**src/sv/spq_pkg.sv**
```systemverilog
package spq_pkg;

  // Fixed widths of the payload fields on the ports
  localparam int unsigned OPCODE_FIELD_W   = 2;
  localparam int unsigned ID_FIELD_W       = 8;
  localparam int unsigned PRIORITY_FIELD_W = 8;
  localparam int unsigned COUNT_FIELD_W    = 5;
  localparam int unsigned STATUS_FIELD_W   = 2;

  typedef enum logic [1:0] {
    OP_INSERT = 2'd0,
    OP_REMOVE = 2'd1,
    OP_UPDATE = 2'd2,
    OP_SERVE  = 2'd3
  } spq_op_e;

  typedef enum logic [1:0] {
    ST_DONE    = 2'd0,
    ST_FULL    = 2'd1,
    ST_MISSING = 2'd2,
    ST_EMPTY   = 2'd3
  } spq_status_e;

  // What every cell of the chain does in a given cycle
  typedef enum logic [1:0] {
    CELL_HOLD   = 2'd0,
    CELL_INSERT = 2'd1,
    CELL_REMOVE = 2'd2,
    CELL_POP    = 2'd3
  } spq_cell_op_e;

  typedef struct packed {
    spq_cell_op_e op;
  } spq_cell_cmd_t;

  typedef struct packed {
    logic [OPCODE_FIELD_W-1:0]   opcode;
    logic [ID_FIELD_W-1:0]       entry_id;
    logic [PRIORITY_FIELD_W-1:0] priority_req;
  } spq_req_t;

  typedef struct packed {
    logic                        served_valid;
    logic [ID_FIELD_W-1:0]       served_id;
    logic [PRIORITY_FIELD_W-1:0] served_priority;
    logic [COUNT_FIELD_W-1:0]    entry_count;
    logic [STATUS_FIELD_W-1:0]   status;
  } spq_rsp_t;

endpackage

```
**src/sv/sorted_priority_queue.sv**
```systemverilog
// Bounded priority queue of QUEUE_DEPTH entries held in a row of cells in
// descending priority order, head in cell 0. Insert places the entry behind
// every stored entry of equal or higher priority (equal priorities leave in
// arrival order), remove deletes the first entry from the head with the given
// id, update is a remove followed by an insert, and serve pops the head. Each
// command returns one result beat with the entry count and a status. An update
// runs a remove pass and then an insert pass. The result is registered, and a
// new command is taken as long as no update is half done and the result
// register is free or being drained. Each cell compares priorities
// combinationally, and the found-above chain runs combinationally from the
// head through every cell.
// Ids and priorities are cut to ID_WIDTH and PRIORITY_WIDTH bits on entry.
module sorted_priority_queue import spq_pkg::*; #(
  parameter int unsigned QUEUE_DEPTH    = 16,
  parameter int unsigned ID_WIDTH       = 8,
  parameter int unsigned PRIORITY_WIDTH = 8
) (
  input  logic     clk_i,
  input  logic     rst_ni,
  input  logic     in_valid_i,
  output logic     in_ready_o,
  input  spq_req_t in_data_i,
  output logic     out_valid_o,
  input  logic     out_ready_i,
  output spq_rsp_t out_data_o
);

  localparam int unsigned CountW = $clog2(QUEUE_DEPTH + 1);

  // controller states
  localparam logic S_RUN = 1'b0;
  localparam logic S_UPD = 1'b1;

  logic                      state_q, state_d;
  logic [CountW-1:0]         count_q, count_d;
  logic [ID_WIDTH-1:0]       upd_id_q, upd_id_d;
  logic [PRIORITY_WIDTH-1:0] upd_prio_q, upd_prio_d;
  logic                      upd_found_q, upd_found_d;
  logic                      out_valid_q, out_valid_d;
  spq_rsp_t                  out_data_q, out_data_d;

  logic                      in_fire, out_write, full, empty, found_all;
  logic [ID_WIDTH-1:0]       in_id, key_id;
  logic [PRIORITY_WIDTH-1:0] in_prio, key_prio;
  spq_cell_cmd_t             cell_cmd;

  logic [QUEUE_DEPTH-1:0]    valid_w, ge_w, found_w;
  logic [ID_WIDTH-1:0]       id_w   [QUEUE_DEPTH];
  logic [PRIORITY_WIDTH-1:0] prio_w [QUEUE_DEPTH];

  assign in_id   = ID_WIDTH'(in_data_i.entry_id);
  assign in_prio = PRIORITY_WIDTH'(in_data_i.priority_req);

  // Take a command only while no update is half done and the result slot
  // is free or being emptied this cycle
  assign in_ready_o = (state_q == S_RUN) && (!out_valid_q || out_ready_i);
  assign in_fire    = in_valid_i && in_ready_o;

  assign full      = (count_q == CountW'(QUEUE_DEPTH));
  assign empty     = (count_q == '0);
  assign found_all = found_w[QUEUE_DEPTH-1];

  // The second pass of an update uses the key held from the first pass
  assign key_id   = (state_q == S_UPD) ? upd_id_q : in_id;
  assign key_prio = (state_q == S_UPD) ? upd_prio_q : in_prio;

  // ---------------------------------------------------------------------
  // Cell chain
  // ---------------------------------------------------------------------
  for (genvar gi = 0; gi < QUEUE_DEPTH; gi++) begin : g_cell
    logic                      up_valid, up_ge, up_found, dn_valid;
    logic [ID_WIDTH-1:0]       up_id, dn_id;
    logic [PRIORITY_WIDTH-1:0] up_prio, dn_prio;

    if (gi == 0) begin : g_head
      // Nothing above the head: an insert that reaches it lands here
      assign up_valid = 1'b0;
      assign up_id    = '0;
      assign up_prio  = '0;
      assign up_ge    = 1'b1;
      assign up_found = 1'b0;
    end else begin : g_up
      assign up_valid = valid_w[gi-1];
      assign up_id    = id_w[gi-1];
      assign up_prio  = prio_w[gi-1];
      assign up_ge    = ge_w[gi-1];
      assign up_found = found_w[gi-1];
    end

    if (gi == QUEUE_DEPTH - 1) begin : g_tail
      // Shifting towards the head pulls an empty slot in at the tail
      assign dn_valid = 1'b0;
      assign dn_id    = '0;
      assign dn_prio  = '0;
    end else begin : g_dn
      assign dn_valid = valid_w[gi+1];
      assign dn_id    = id_w[gi+1];
      assign dn_prio  = prio_w[gi+1];
    end

    spq_cell #(
      .ID_WIDTH       (ID_WIDTH),
      .PRIORITY_WIDTH (PRIORITY_WIDTH)
    ) u_cell (
      .clk_i      (clk_i),
      .rst_ni     (rst_ni),
      .cmd_i      (cell_cmd),
      .key_id_i   (key_id),
      .key_prio_i (key_prio),
      .up_valid_i (up_valid),
      .up_id_i    (up_id),
      .up_prio_i  (up_prio),
      .up_ge_i    (up_ge),
      .up_found_i (up_found),
      .dn_valid_i (dn_valid),
      .dn_id_i    (dn_id),
      .dn_prio_i  (dn_prio),
      .valid_o    (valid_w[gi]),
      .id_o       (id_w[gi]),
      .prio_o     (prio_w[gi]),
      .ge_o       (ge_w[gi]),
      .found_o    (found_w[gi])
    );
  end

  // ---------------------------------------------------------------------
  // Controller
  // ---------------------------------------------------------------------
  always_comb begin
    state_d     = state_q;
    count_d     = count_q;
    upd_id_d    = upd_id_q;
    upd_prio_d  = upd_prio_q;
    upd_found_d = upd_found_q;
    cell_cmd.op = CELL_HOLD;
    out_write   = 1'b0;
    out_data_d  = out_data_q;

    if (state_q == S_UPD) begin
      // Insert half of an update; drop it when the queue is full
      out_write                  = 1'b1;
      out_data_d.served_valid    = 1'b0;
      out_data_d.served_id       = '0;
      out_data_d.served_priority = '0;
      if (full) begin
        out_data_d.status = ST_FULL;
      end else begin
        cell_cmd.op = CELL_INSERT;
        count_d     = count_q + CountW'(1);
        out_data_d.status = upd_found_q ? ST_DONE : ST_MISSING;
      end
      state_d = S_RUN;
    end else if (in_fire) begin
      out_data_d.served_valid    = 1'b0;
      out_data_d.served_id       = '0;
      out_data_d.served_priority = '0;
      out_data_d.status          = ST_DONE;
      case (in_data_i.opcode)
        OP_INSERT: begin
          out_write = 1'b1;
          if (full) begin
            out_data_d.status = ST_FULL;
          end else begin
            cell_cmd.op = CELL_INSERT;
            count_d     = count_q + CountW'(1);
          end
        end
        OP_REMOVE: begin
          out_write   = 1'b1;
          cell_cmd.op = CELL_REMOVE;
          if (found_all) begin
            count_d = count_q - CountW'(1);
          end else begin
            out_data_d.status = ST_MISSING;
          end
        end
        OP_UPDATE: begin
          // Remove pass now, hold the key for the insert pass
          cell_cmd.op = CELL_REMOVE;
          if (found_all) begin
            count_d = count_q - CountW'(1);
          end
          upd_id_d    = in_id;
          upd_prio_d  = in_prio;
          upd_found_d = found_all;
          state_d     = S_UPD;
        end
        default: begin
          // serve head
          out_write = 1'b1;
          if (empty) begin
            out_data_d.status = ST_EMPTY;
          end else begin
            cell_cmd.op                = CELL_POP;
            count_d                    = count_q - CountW'(1);
            out_data_d.served_valid    = 1'b1;
            out_data_d.served_id       = ID_FIELD_W'(id_w[0]);
            out_data_d.served_priority = PRIORITY_FIELD_W'(prio_w[0]);
          end
        end
      endcase
    end

    if (out_write) begin
      out_data_d.entry_count = COUNT_FIELD_W'(count_d);
    end

    out_valid_d = out_write ? 1'b1 : (out_ready_i ? 1'b0 : out_valid_q);
  end

  always_ff @(posedge clk_i or negedge rst_ni) begin
    if (!rst_ni) begin
      state_q     <= S_RUN;
      count_q     <= '0;
      out_valid_q <= 1'b0;
    end else begin
      state_q     <= state_d;
      count_q     <= count_d;
      out_valid_q <= out_valid_d;
    end
  end

  always_ff @(posedge clk_i) begin
    upd_id_q    <= upd_id_d;
    upd_prio_q  <= upd_prio_d;
    upd_found_q <= upd_found_d;
    out_data_q  <= out_data_d;
  end

  assign out_valid_o = out_valid_q;
  assign out_data_o  = out_data_q;

`ifndef NO_ASSERTIONS
  a_count_bound: assert property (@(posedge clk_i) disable iff (!rst_ni)
    count_q <= CountW'(QUEUE_DEPTH))
    else $error("entry count above queue depth");

  a_count_matches_cells: assert property (@(posedge clk_i) disable iff (!rst_ni)
    $countones(valid_w) == int'(count_q))
    else $error("entry count differs from occupied cells");

  a_prefix_occupied: assert property (@(posedge clk_i) disable iff (!rst_ni)
    (count_q != '0) |-> valid_w[0])
    else $error("occupied cells do not start at the head");

  a_update_two_cycles: assert property (@(posedge clk_i) disable iff (!rst_ni)
    (state_q == S_UPD) |-> (!out_valid_q && !in_ready_o) ##1 (state_q == S_RUN))
    else $error("update insert pass misbehaved");

  a_served_is_done: assert property (@(posedge clk_i) disable iff (!rst_ni)
    (out_valid_o && out_data_o.served_valid) |-> (out_data_o.status == ST_DONE))
    else $error("served beat with failing status");
`endif

endmodule

```
**src/sv/spq_cell.sv**
```systemverilog
module spq_cell import spq_pkg::*; #(
  parameter int unsigned ID_WIDTH       = 8,
  parameter int unsigned PRIORITY_WIDTH = 8
) (
  input  logic                      clk_i,
  input  logic                      rst_ni,
  input  spq_cell_cmd_t             cmd_i,
  input  logic [ID_WIDTH-1:0]       key_id_i,
  input  logic [PRIORITY_WIDTH-1:0] key_prio_i,
  // neighbour towards the head
  input  logic                      up_valid_i,
  input  logic [ID_WIDTH-1:0]       up_id_i,
  input  logic [PRIORITY_WIDTH-1:0] up_prio_i,
  input  logic                      up_ge_i,
  input  logic                      up_found_i,
  // neighbour towards the tail
  input  logic                      dn_valid_i,
  input  logic [ID_WIDTH-1:0]       dn_id_i,
  input  logic [PRIORITY_WIDTH-1:0] dn_prio_i,
  output logic                      valid_o,
  output logic [ID_WIDTH-1:0]       id_o,
  output logic [PRIORITY_WIDTH-1:0] prio_o,
  output logic                      ge_o,
  output logic                      found_o
);

  logic                      valid_q, valid_d;
  logic [ID_WIDTH-1:0]       id_q, id_d;
  logic [PRIORITY_WIDTH-1:0] prio_q, prio_d;
  logic                      ge, hit;

  assign ge      = valid_q && (prio_q >= key_prio_i);
  assign hit     = valid_q && (id_q == key_id_i);
  assign found_o = up_found_i | hit;

  always_comb begin
    valid_d = valid_q;
    id_d    = id_q;
    prio_d  = prio_q;
    case (cmd_i.op)
      CELL_INSERT: begin
        if (!ge) begin
          if (up_ge_i) begin
            valid_d = 1'b1;
            id_d    = key_id_i;
            prio_d  = key_prio_i;
          end else begin
            valid_d = up_valid_i;
            id_d    = up_id_i;
            prio_d  = up_prio_i;
          end
        end
      end
      CELL_REMOVE: begin
        if (up_found_i || hit) begin
          valid_d = dn_valid_i;
          id_d    = dn_id_i;
          prio_d  = dn_prio_i;
        end
      end
      CELL_POP: begin
        valid_d = dn_valid_i;
        id_d    = dn_id_i;
        prio_d  = dn_prio_i;
      end
      default: begin
      end
    endcase
  end

  always_ff @(posedge clk_i or negedge rst_ni) begin
    if (!rst_ni) begin
      valid_q <= 1'b0;
    end else begin
      valid_q <= valid_d;
    end
  end

  always_ff @(posedge clk_i) begin
    id_q   <= id_d;
    prio_q <= prio_d;
  end

  assign valid_o = valid_q;
  assign id_o    = id_q;
  assign prio_o  = prio_q;
  assign ge_o    = ge;

endmodule
```
**config.mk**
```make
export PLATFORM = sky130hd
export DESIGN_NAME = sorted_priority_queue
export DESIGN_NICKNAME = d
export VERILOG_FILES = /design/src/sv/spq_pkg.sv /design/src/sv/sorted_priority_queue.sv /design/src/sv/spq_cell.sv
export SDC_FILE = /design/constraint.sdc
export NUM_CORES = 1
export LEC_CHECK = 0
export BUFFER_PORTS_ARGS = -buffer_cell sky130_fd_sc_hd__buf_4
export CAP_MARGIN = 15
export CORE_MARGIN = 2
export CORE_UTILIZATION = 60
export CTS_CLUSTER_SIZE = 20
export DETAILED_ROUTE_END_ITERATION = 8
export GPL_TIMING_DRIVEN = 0
export PLACE_DENSITY_LB_ADDON = 0.05
export SYNTH_ARGS = -nofsm -noshare
export SYNTH_HDL_FRONTEND = slang
export SYNTH_SLANG_ARGS = --single-unit
```
**constraint.sdc**
```tcl
create_clock -name clk_i -period 14.7 [get_ports clk_i]
set_clock_uncertainty 0.15 [all_clocks]
set_input_delay 1.47 -clock clk_i [delete_from_list [all_inputs] [get_ports clk_i]]
set_output_delay 1.47 -clock clk_i [all_outputs]
set_load 0.005 [all_outputs]
```
==> After elaboration in Yosys (flattened, before gate mapping) <==
Index checks and enable logic that the tools add are counted.
{ "totals": {"register_bits": 320, "latch_bits": 0, "mem_bits_rw": 0, "mem_bits_ro": 0, "in_bits": 22, "out_inout_bits": 26, "memories": 0} }
{ "classes": {"addsub": 2, "mul": 0, "div_mod_pow": 0, "n_lt_le_gt_ge": 16, "eq_ne": 54, "shifts": 0, "n_mux": 219, "n_bitwise": 16, "reduce_logical": 75} }
{ "ops": {"columns": ["op", "count"], "rows": [
  ["case mux 8 bit (3 select lines)", 32],
  ["2-to-1 mux 8 bit", 95],
  ["equality test 8 bit", 16],
  [">= comparator 8 bit", 16],
  ["2-to-1 mux 1 bit", 57],
  ["AND reduction 3 bit", 17],
  ["case mux 1 bit (3 select lines)", 16],
  ["logical AND 1 bit", 34],
  ["2-to-1 mux 17 bit", 2],
  ["inequality test 2 x 1 -> 1 bit, second input constant", 16],
  ["inequality test 2 bit, second input constant", 16],
  ["2-to-1 mux 5 bit", 5],
  ["2-to-1 mux 2 bit", 9],
  ["logical OR 1 bit", 16],
  ["OR 1 bit", 15],
  ["case mux 5 bit (2 select lines)", 1],
  ["equality test 2 bit, second input constant", 3],
  ["case mux 2 bit (3 select lines)", 1],
  ["adder 5 x 1 -> 5 bit, second input constant", 1],
  ["equality test 5 bit, second input constant", 1],
  ["logical NOT 5 bit", 1],
  ["subtractor 5 x 1 -> 5 bit, second input constant", 1],
  ["equality test 2 x 1 -> 1 bit, second input constant", 2],
  ["case mux 2 bit (2 select lines)", 1],
  ["other kinds (7)", 8]
]} }

==> Depth between registers and ports, before layout <==
Gate-level depths: netlist of run 1.
{ "depth": {"depth_word": 22, "ltp_mapped": 18, "depth_no_buf": 11} }

==> Modules after synthesis <==
From an unflattened synthesis of run 1, not the netlist that was laid out.
{ "hier_totals": {"cells_unflattened": 2091, "area_unflattened_um2": 21335.5} }
{ "modules_own_cells": {"columns": ["module", "n_inst", "cells_each", "area_per_inst_um2"], "rows": [
  ["spq_cell", 16, 119, 1192.4],
  ["sorted_priority_queue", 1, 187, 2257.2]
]} }

==> Least setup slack after synthesis of run 1 <==
No wires, ideal clock.
{ "synth_timing": {"path_kind": "input -> register", "start": "input port in_data_i[0] in the netlist's numbering", "end": "register g_cell[8].u_cell.id_q[0] (enable)", "setup_time_ns": 0.395, "arrival_time_ns": 5.306, "t_required_ns": 14.155, "path_slack_ns": 8.849, "path_stages": 13, "path_cell_list": "mux2_2 > buf_1 > ha_1 > nand2b_1 > a21o_1 > a21o_1 > a21o_1 > a21o_1 > a2111oi_0 > nor3_1 > buf_2 > buf_1 > o22ai_1"} }
{ "synth_between": {"elab_chain_len": 5} }
{ "synth_lines": {"columns": ["item", "line", "text"], "rows": [
  ["start, declared", "sorted_priority_queue.sv:22", "input spq_req_t in_data_i,"],
  ["2-to-1 mux 8 bit", "sorted_priority_queue.sv:65", "assign key_prio = (state_q == S_UPD) ? upd_prio_q : in_prio;"],
  [">= comparator 8 bit", "spq_cell.sv:32", "assign ge = valid_q && (prio_q >= key_prio_i);"],
  ["logical AND 1 bit", "spq_cell.sv:32", null],
  ["inequality test 2 bit (no line)", null, null],
  ["AND reduction 3 bit (no line)", null, null],
  ["end signal, assigned", "spq_cell.sv:80", "id_q <= id_d;"],
  ["end, declared", "spq_cell.sv:28", "logic [ID_WIDTH-1:0] id_q, id_d;"]
]} }
No other way between the ends.
A chain may end at the register's enable or synchronous reset.

==> Worst setup path after layout of run 1 <==
{ "layout_timing": {"start": "input port in_data_i[1] in the netlist's numbering", "end": "register g_cell[8].u_cell.prio_q[1] (enable)"} }
{ "layout_between": {"elab_chain_len": 5} }
{ "layout_lines": {"columns": ["item", "line", "text"], "rows": [
  ["2-to-1 mux 8 bit", "sorted_priority_queue.sv:65", null],
  [">= comparator 8 bit", "spq_cell.sv:32", null],
  ["logical AND 1 bit", "spq_cell.sv:32", null],
  ["inequality test 2 bit (no line)", null, null],
  ["AND reduction 3 bit (no line)", null, null],
  ["end signal, assigned", "spq_cell.sv:81", "prio_q <= prio_d;"],
  ["end, declared", "spq_cell.sv:29", "logic [PRIORITY_WIDTH-1:0] prio_q, prio_d;"]
]} }
No other way between the ends.

==> results of run 1 <==
==> power by group through the flow <==
stage	logic [mW]	registers, mW	clock network, mW
floorplan	0.756	1.31	0
global placement	1.01	1.36	0
detailed placement	1.04	1.36	0
CTS	1.05	1.35	0.917
global route	1.17	1.37	0.950
finish	1.07	1.36	0.922
==> registers in the layout (all words and copies together) (netlist names) <==
name / count
count_q: 5
g_cell.u_cell.valid_o: 16
g_cell.u_cell.id_o: 128
upd_id_q: 8
upd_prio_q: 8
out_data_o: 24
out_valid_o: 1
g_cell.u_cell.prio_o: 128
state_q: 1
upd_found_q: 1
==> metal layers <==
metal / vias up / global-route usage, % / part of all wire, %
met4: 0 / 17.8 / 5.0
met2: 1180 / 58.2 / 43
met3: 172 / 7.64 / 12
li1: 7804 / - / -
met1: 8110 / 54.3 / 41
met5: - / 0 / 0
==> area by class of cell <==
type	instances	area share (%)
inverter	43	0.727
sequential	320	40.7
tap	455	2.49
clock inverter	14	0.393
multi-input combinational	1538	46.2
buffer	152	2.89
timing repair buffer	51	1.74
clock buffer	54	4.83
==> layout by cell type (no fill, tap or decap), drive strengths merged, types with 3 or more instances in the layout <==
master and instances:
o311ai 9, a21oi 153, clkinv 18, clkbuf 177, ha 134, mux2 21, nand3 24, nand2b 19
nor2 62, dfrtp 23, nor2b 10, dfxtp 17, a31oi 7, o21a 10, mux2i 147, a21o 47
and3 3, o21ai 188, a211oi 20, nor3 113, a22o 17, inv 38, nor4 19, and2 4
nand2 260, edfxtp 280, o31ai 82, o22ai 8, xnor2 132, nand4 15, o221ai 4, buf 80
==> cells by family after synthesis <==
kind of cell | after synthesis
multiplexers | 168
AO/OA/AOI/OAI | 566
adder cells (fa/ha/maj) | 134
flip-flops | 320
buffers and inverters | 195
AND/OR/NAND/NOR | 537
XOR/XNOR | 133
==> metrics by stage <==
step           std cells  util (%)  power, mW
2_1_floorplan       2053         -       2.06
3_3_place_gp        2555      63.0       2.37
3_5_place_dp        2559      63.3       2.41
4_1_cts             2627      66.8       3.31
5_1_grt             2627      66.8       3.49
6_report            2627      66.8       3.35
==> Yosys cell counts (2+ instances only) <==
library cell  number
a31oi_1            7
nand4_1           14
mux2i_1          140
clkbuf_1         123
buf_2              6
o22ai_1            7
buf_6              5
o311ai_0           9
nand3_1           24
inv_1             37
edfxtp_1         280
ha_1             134
o21a_1            10
dfrtp_1           23
a21oi_1          152
nand2_1          260
o31ai_1           82
a22o_1            17
o221ai_1           4
nor2b_1           10
xnor2_1          132
buf_4              6
nand2b_1          19
a21o_1            47
o21ai_0          182
nor4_1            17
a211oi_1          20
buf_8              2
or3_1              2
mux2_1             5
nor3_1           112
and2_1             4
nor2_1            62
a211o_1            2
mux2i_4            7
o21ai_1            6
buf_1             10
clkinv_1           5
mux2_2            14
and3_1             3
nand3b_1           2
a311oi_1           2
dfxtp_1           17
mux2_4             2
==> how the worst max path moves through the flow <==
stage / from / cells after the start / endpoint / slack (ns)
finish: in_data_i[1] / 14 / g_cell[8].u_cell.prio_o[1] / 7.15
global route: in_data_i[1] / 14 / g_cell[8].u_cell.prio_o[3] / 7.06
CTS: in_data_i[1] / 14 / g_cell[8].u_cell.prio_o[3] / 7.32
detailed placement: in_data_i[1] / 14 / g_cell[8].u_cell.prio_o[2] / 6.78
global placement: in_data_i[1] / 14 / g_cell[8].u_cell.prio_o[1] / 6.37
floorplan: in_data_i[0] / 13 / g_cell[8].u_cell.id_o[0] / 8.85
==> impl_metrics.json, run 1 <==
{
  "status": "finished, final reports clean",
  "synth_edf_count": 280,
  "cpMaxStageDelayCell": "clkbuf_1",
  "p_leak_nw": 8.31,
  "grt_pass1_wl_mm": 103,
  "clkPwrFrac_pct": 27.5,
  "p_sw_mw": 1.19,
  "crit_family": "buffers and inverters",
  "rsz0062_at_grt": "no",
  "grt_use_total_pct": 38.7,
  "num_rows": 68,
  "ys_ff_latch": 320,
  "synth_area_um2": 20700,
  "synth.area.mux_share_pct": 8.72,
  "ys.flop_type": "edfxtp_1",
  "p_int_mw": 2.15,
  "cp_max_fo": 18,
  "critPathLaunchType": "input pin",
  "crit_top_cell": "a21o_1",
  "r2r-start": "state_q",
  "cts_tree": "yes",
  "min_path_type": "flip-flop to flip-flop",
  "grt_max_degree": 26,
  "slew_viol_final": 0,
  "worst_slew_pin_slew_ns": 1.34,
  "gp_congestion": 0.962,
  "synthTopCellsByArea": "edfxtp_1 (41%), ha_1 (8.1%), mux2i_1 (6.8%)",
  "ant_nets": 0,
  "synth_top_family_by_area": "compound AO/OA/AOI/OAI gates",
  "diodes": 0,
  "wl_mm": 69.3,
  "hold_depth": 1,
  "synth_simple_gate_area_share_pct": 11.7,
  "worstReg2RegEnd": "g_cell[8].u_cell.prio_o[1]",
  "cts_resized": 0,
  "yosysTopAreaCell": "edfxtp_1",
  "setup_viol": 0,
  "final_nets": 2300,
  "dieArea_um2": 36000,
  "holdPathEnd": "out_data_o[23]",
  "via_count": 17266,
  "ios": 48,
  "ys_warn_count": 0,
  "fin_setup_tns_ns": 0,
  "synth_nets": 2209,
  "seq_area_um2": 9320,
  "grt_antenna_before_repair": 0,
  "clockBufferDepth": 3,
  "ys_types": 73,
  "h-tree-depth": 2,
  "hold_start": "out_data_o[23]",
  "fin_crit_ns": 7.55,
  "clk_latency_ns": 0.55,
  "r2r_slack_ns": 7.21,
  "placement.io_buffers": 47,
  "worstPathArrival_ns": 7.57,
  "cts_hold_buf": 0,
  "drc": 0,
  "drt_first_pass_iters": 7,
  "drive_gt1_share_pct": 7.73,
  "routed_via_density": 6.57,
  "r2r_cells": 16,
  "crit_path_end_kind": "flip-flop",
  "synthAdderAreaFrac_pct": 8.10,
  "path_cells": "buf_4 -> mux2_2 -> clkbuf_1 -> inv_1 -> ha_1 -> a21o_1 -> a21o_1 -> a21o_1 -> a21o_1 -> a2111oi_0 -> nor3_1 -> buf_2 -> buf_1 -> o22ai_2",
  "finalInstanceArea_um2": 22900,
  "synth_xor_area_share_pct": 5.63,
  "cts_inserted_buffers": 38,
  "relSlewSlack_pct": 10.9,
  "hold_ws_ns": 0.307,
  "grt_overflow": 0,
  "combPwrFrac_pct": 32.0,
  "routedWlPerCell_um": 26.4,
  "place_ws_ns": 6.78,
  "path_clk_slew_ns": 0.06,
  "post_cts_buffers": 0,
  "drtIter0Drc": 2875,
  "seq_power_share_pct": 40.5,
  "worst_slack_ns": 7.15,
  "synthArstFlopShare_pct": 7.19,
  "hold_viol_final": 0,
  "final.fill_count": 2712,
  "ir_drop_mv": 0.108,
  "worst-path-buf-inv": 5,
  "power_density_nw_per_um2": 146,
  "core-area_um2": 34300,
  "slowest_delay_ns": 1.01,
  "multi_input_area_um2": 10600,
  "syn_to_final_growth_pct": 10.7,
  "dp_hpwl_mm": 51.5,
  "cts_sinks": 320,
  "fp.dieW_um": 190,
  "max_freq_mhz": 132,
  "swShare_pct": 35.6,
  "path_class": "input pin to flip-flop",
  "synth_compound_area_share_pct": 16.8,
  "grt_pass1_vias": 16407,
  "die_h_um": 190,
  "dpl_cell_area_um2": 21700,
  "synth_cells": 2053,
  "cap_violations": 0,
  "root_buffer": "clkbuf_16",
  "yosys.area.top_type_share_pct": 40.6,
  "yosysSeqAreaShare_pct": 45.1,
  "worstPathRequired_ns": 14.72,
  "period_share_pct": 51.4,
  "start_util_pct": 60.3,
  "avgSynthCellArea_um2": 10.1
}
Note: power is estimated with default switching activity, not from simulation.
==> inputs of run 2 (changes only) <==
--- a/config.mk
+++ b/config.mk
@@ -8,7 +8,7 @@
 export BUFFER_PORTS_ARGS = -buffer_cell sky130_fd_sc_hd__buf_4
 export CAP_MARGIN = 15
 export CORE_MARGIN = 2
-export CORE_UTILIZATION = 60
+export CORE_UTILIZATION = 58
 export CTS_CLUSTER_SIZE = 20
 export DETAILED_ROUTE_END_ITERATION = 8
 export GPL_TIMING_DRIVEN = 0
==> constraint.sdc (replaced) <==
create_clock -name clk_i -period 6.1 [get_ports clk_i]
set_clock_uncertainty 0.15 [all_clocks]
set_input_delay 0.61 -clock clk_i [delete_from_list [all_inputs] [get_ports clk_i]]
set_output_delay 0.61 -clock clk_i [all_outputs]
set_load 0.005 [all_outputs]
==> run 2 against run 1 <==
Against the previous run:
- setup slack worse by 7.0 ns
- clock power is 140% higher
- global-route usage is 0.060 points lower
- utilization is 1.3 points lower
- routed wire length is 2.1% higher
- cell area is 0.97% higher
- sequential cell count stayed put
- largest power group unchanged
==> impl_metrics.json, run 2 (synthesized netlist as in run 1, its figures left out) <==
{
  "path_class": "flip-flop to flip-flop",
  "worstPathArrival_ns": 6.10,
  "setup_viol": 0,
  "h-tree-depth": 2,
  "final_common_cell": "edfxtp_1",
  "drive_gt1_share_pct": 8.99,
  "drc": 0,
  "cpMaxStageDelayCell": "clkbuf_1",
  "syn_to_final_growth_pct": 11.8,
  "routedWlPerCell_um": 26.7,
  "dpl_cell_area_um2": 21700,
  "rsz0062_at_grt": "no",
  "cap_violations": 0,
  "via_count": 17455,
  "topRoutingLayerUsed": "met4",
  "core-area_um2": 35300,
  "status": "finished, final reports clean",
  "fin_crit_ns": 5.97,
  "path_clk_slew_ns": 0.06,
  "worst_slew_pin_slew_ns": 1.28,
  "ant_nets": 0,
  "final.fill_count": 2837,
  "clk_latency_ns": 0.57,
  "routed_via_density": 6.58,
  "wl_met3_mm": 8.23,
  "grt_pass1_wl_mm": 104,
  "grt_max_degree": 26,
  "layout_common_cells": "edfxtp_1 (280), nand2_1 (260), o21ai_0 (182), a21oi_1 (151), mux2i_1 (140)",
  "grt_pass1_vias": 16526,
  "ir_drop_mv": 0.303,
  "hold_viol_final": 0,
  "relSlewSlack_pct": 14.7,
  "final_nets": 2318,
  "root_buffer": "clkbuf_16",
  "ios": 48,
  "placement.io_buffers": 47,
  "fp.dieW_um": 193,
  "cts_tree": "yes",
  "cts_sinks": 320,
  "worstPathRequired_ns": 6.23,
  "final_cells": 2653,
  "multi_input_area_um2": 10600,
  "drt-met1-wl_mm": 28.9,
  "hold_ws_ns": 0.0851,
  "crit_family": "buffers and inverters",
  "die_h_um": 193,
  "dp_hpwl_mm": 52.0,
  "p_leak_nw": 8.36,
  "dieArea_um2": 37200,
  "post-route-util_pct": 65.5,
  "seq_area_um2": 9320,
  "drtIter0Drc": 2581,
  "slew_viol_final": 0,
  "critPathLaunchType": "flip-flop",
  "cts_inserted_buffers": 37,
  "power_mw": 8.09,
  "clockBufferDepth": 3,
  "crit_path_end_kind": "flip-flop",
  "slowest_delay_ns": 0.98,
  "path_cells": "buf_6 -> buf_8 -> buf_6 -> mux2_2 -> clkbuf_1 -> clkinvlp_4 -> buf_4 -> ha_1 -> o21ai_0 -> a21o_1 -> a21oi_1 -> clkbuf_1 -> mux2i_1 -> o21ai_0",
  "drt_first_pass_iters": 6,
  "max_freq_mhz": 167,
  "grt_use_total_pct": 38.6,
  "worst-path-buf-inv": 7,
  "wl_met2_mm": 29.9,
  "gp_congestion": 0.997,
  "finalInstanceArea_um2": 23100,
  "power_density_nw_per_um2": 350,
  "grt_overflow": 0,
  "wl_mm": 70.8,
  "cp_max_fo": 17,
  "num_rows": 69,
  "min_path_type": "input pin to flip-flop",
  "start_util_pct": 58.6,
  "grt_antenna_before_repair": 1,
  "period_share_pct": 97.9,
  "dp_cells": 2565
}
-- run 2: timing repair --
item	in CTS	in global routing
endpoints found under the setup margin	324	35
endpoints found under the hold margin	23	0
gates resized for setup	12	1
setup buffers	18	0
pin swaps	1	0
hold buffers	1	0
-- run 2: worst register-to-register path: stages, from the launching register on --
cell and delay [ns]:
dfrtp_1 0.37, buf_6 0.16, buf_8 0.16, buf_6 0.15
mux2_2 0.50, clkbuf_1 0.99, clkinvlp_4 0.37, buf_4 0.35
ha_1 0.34, o21ai_0 0.08, a21o_1 0.16, a21oi_1 0.86
clkbuf_1 0.63, mux2i_1 0.29, o21ai_0 0.12
-- run 2: routing by layer --
metal	vias up	GRT usage, %
met5	-	0
met2	1176	57.7
met4	0	18.7
li1	7843	-
met1	8256	54.2
met3	180	6.96
-- run 2: final timing paths --
| kind | start | to | slack, ns | cells after the start |
|---|---|---|---|---|
| worst min-delay path | in_data_i[0] | upd_prio_q[0] | 0.09 | 1 |
| worst max register to register | state_q | g_cell[6].u_cell.id_o[5] | 0.13 | 14 |
| worst max-delay path | state_q | g_cell[6].u_cell.id_o[5] | 0.13 | 14 |
| min in group asynchronous | rst_ni | g_cell[15].u_cell.valid_o | 0.40 | 2 |
| max in group asynchronous | rst_ni | g_cell[9].u_cell.valid_o | 5.07 | 2 |
| worst min register to register | out_data_o[23] | out_data_o[23] | 0.32 | 1 |
-- run 2: final cells by class --
type                    instances  area share, %
multi-input cells            1538           45.9
repair buffers                 71           2.54
well taps                     461           2.49
diodes                          1         0.0108
clock buffers                  56           4.67
clock inverters                12          0.406
flip-flops and latches        320           40.3
inverters                      43          0.833
plain buffers                 151           2.87
-- run 2: stage by stage --
step	TNS [ns]	setup WS, ns
2_1_floorplan	0	0.566
3_3_place_gp	-221.68	-1.83
3_5_place_dp	-126.98	-1.37
4_1_cts	0	0.0322
5_1_grt	0	0.00377
6_report	0	0.129
-- run 2: power by group --
part / switching, mW / internal [mW]
sequential: 0.346 / 2.92
clock: 0.924 / 1.27
combinational: 1.64 / 0.992
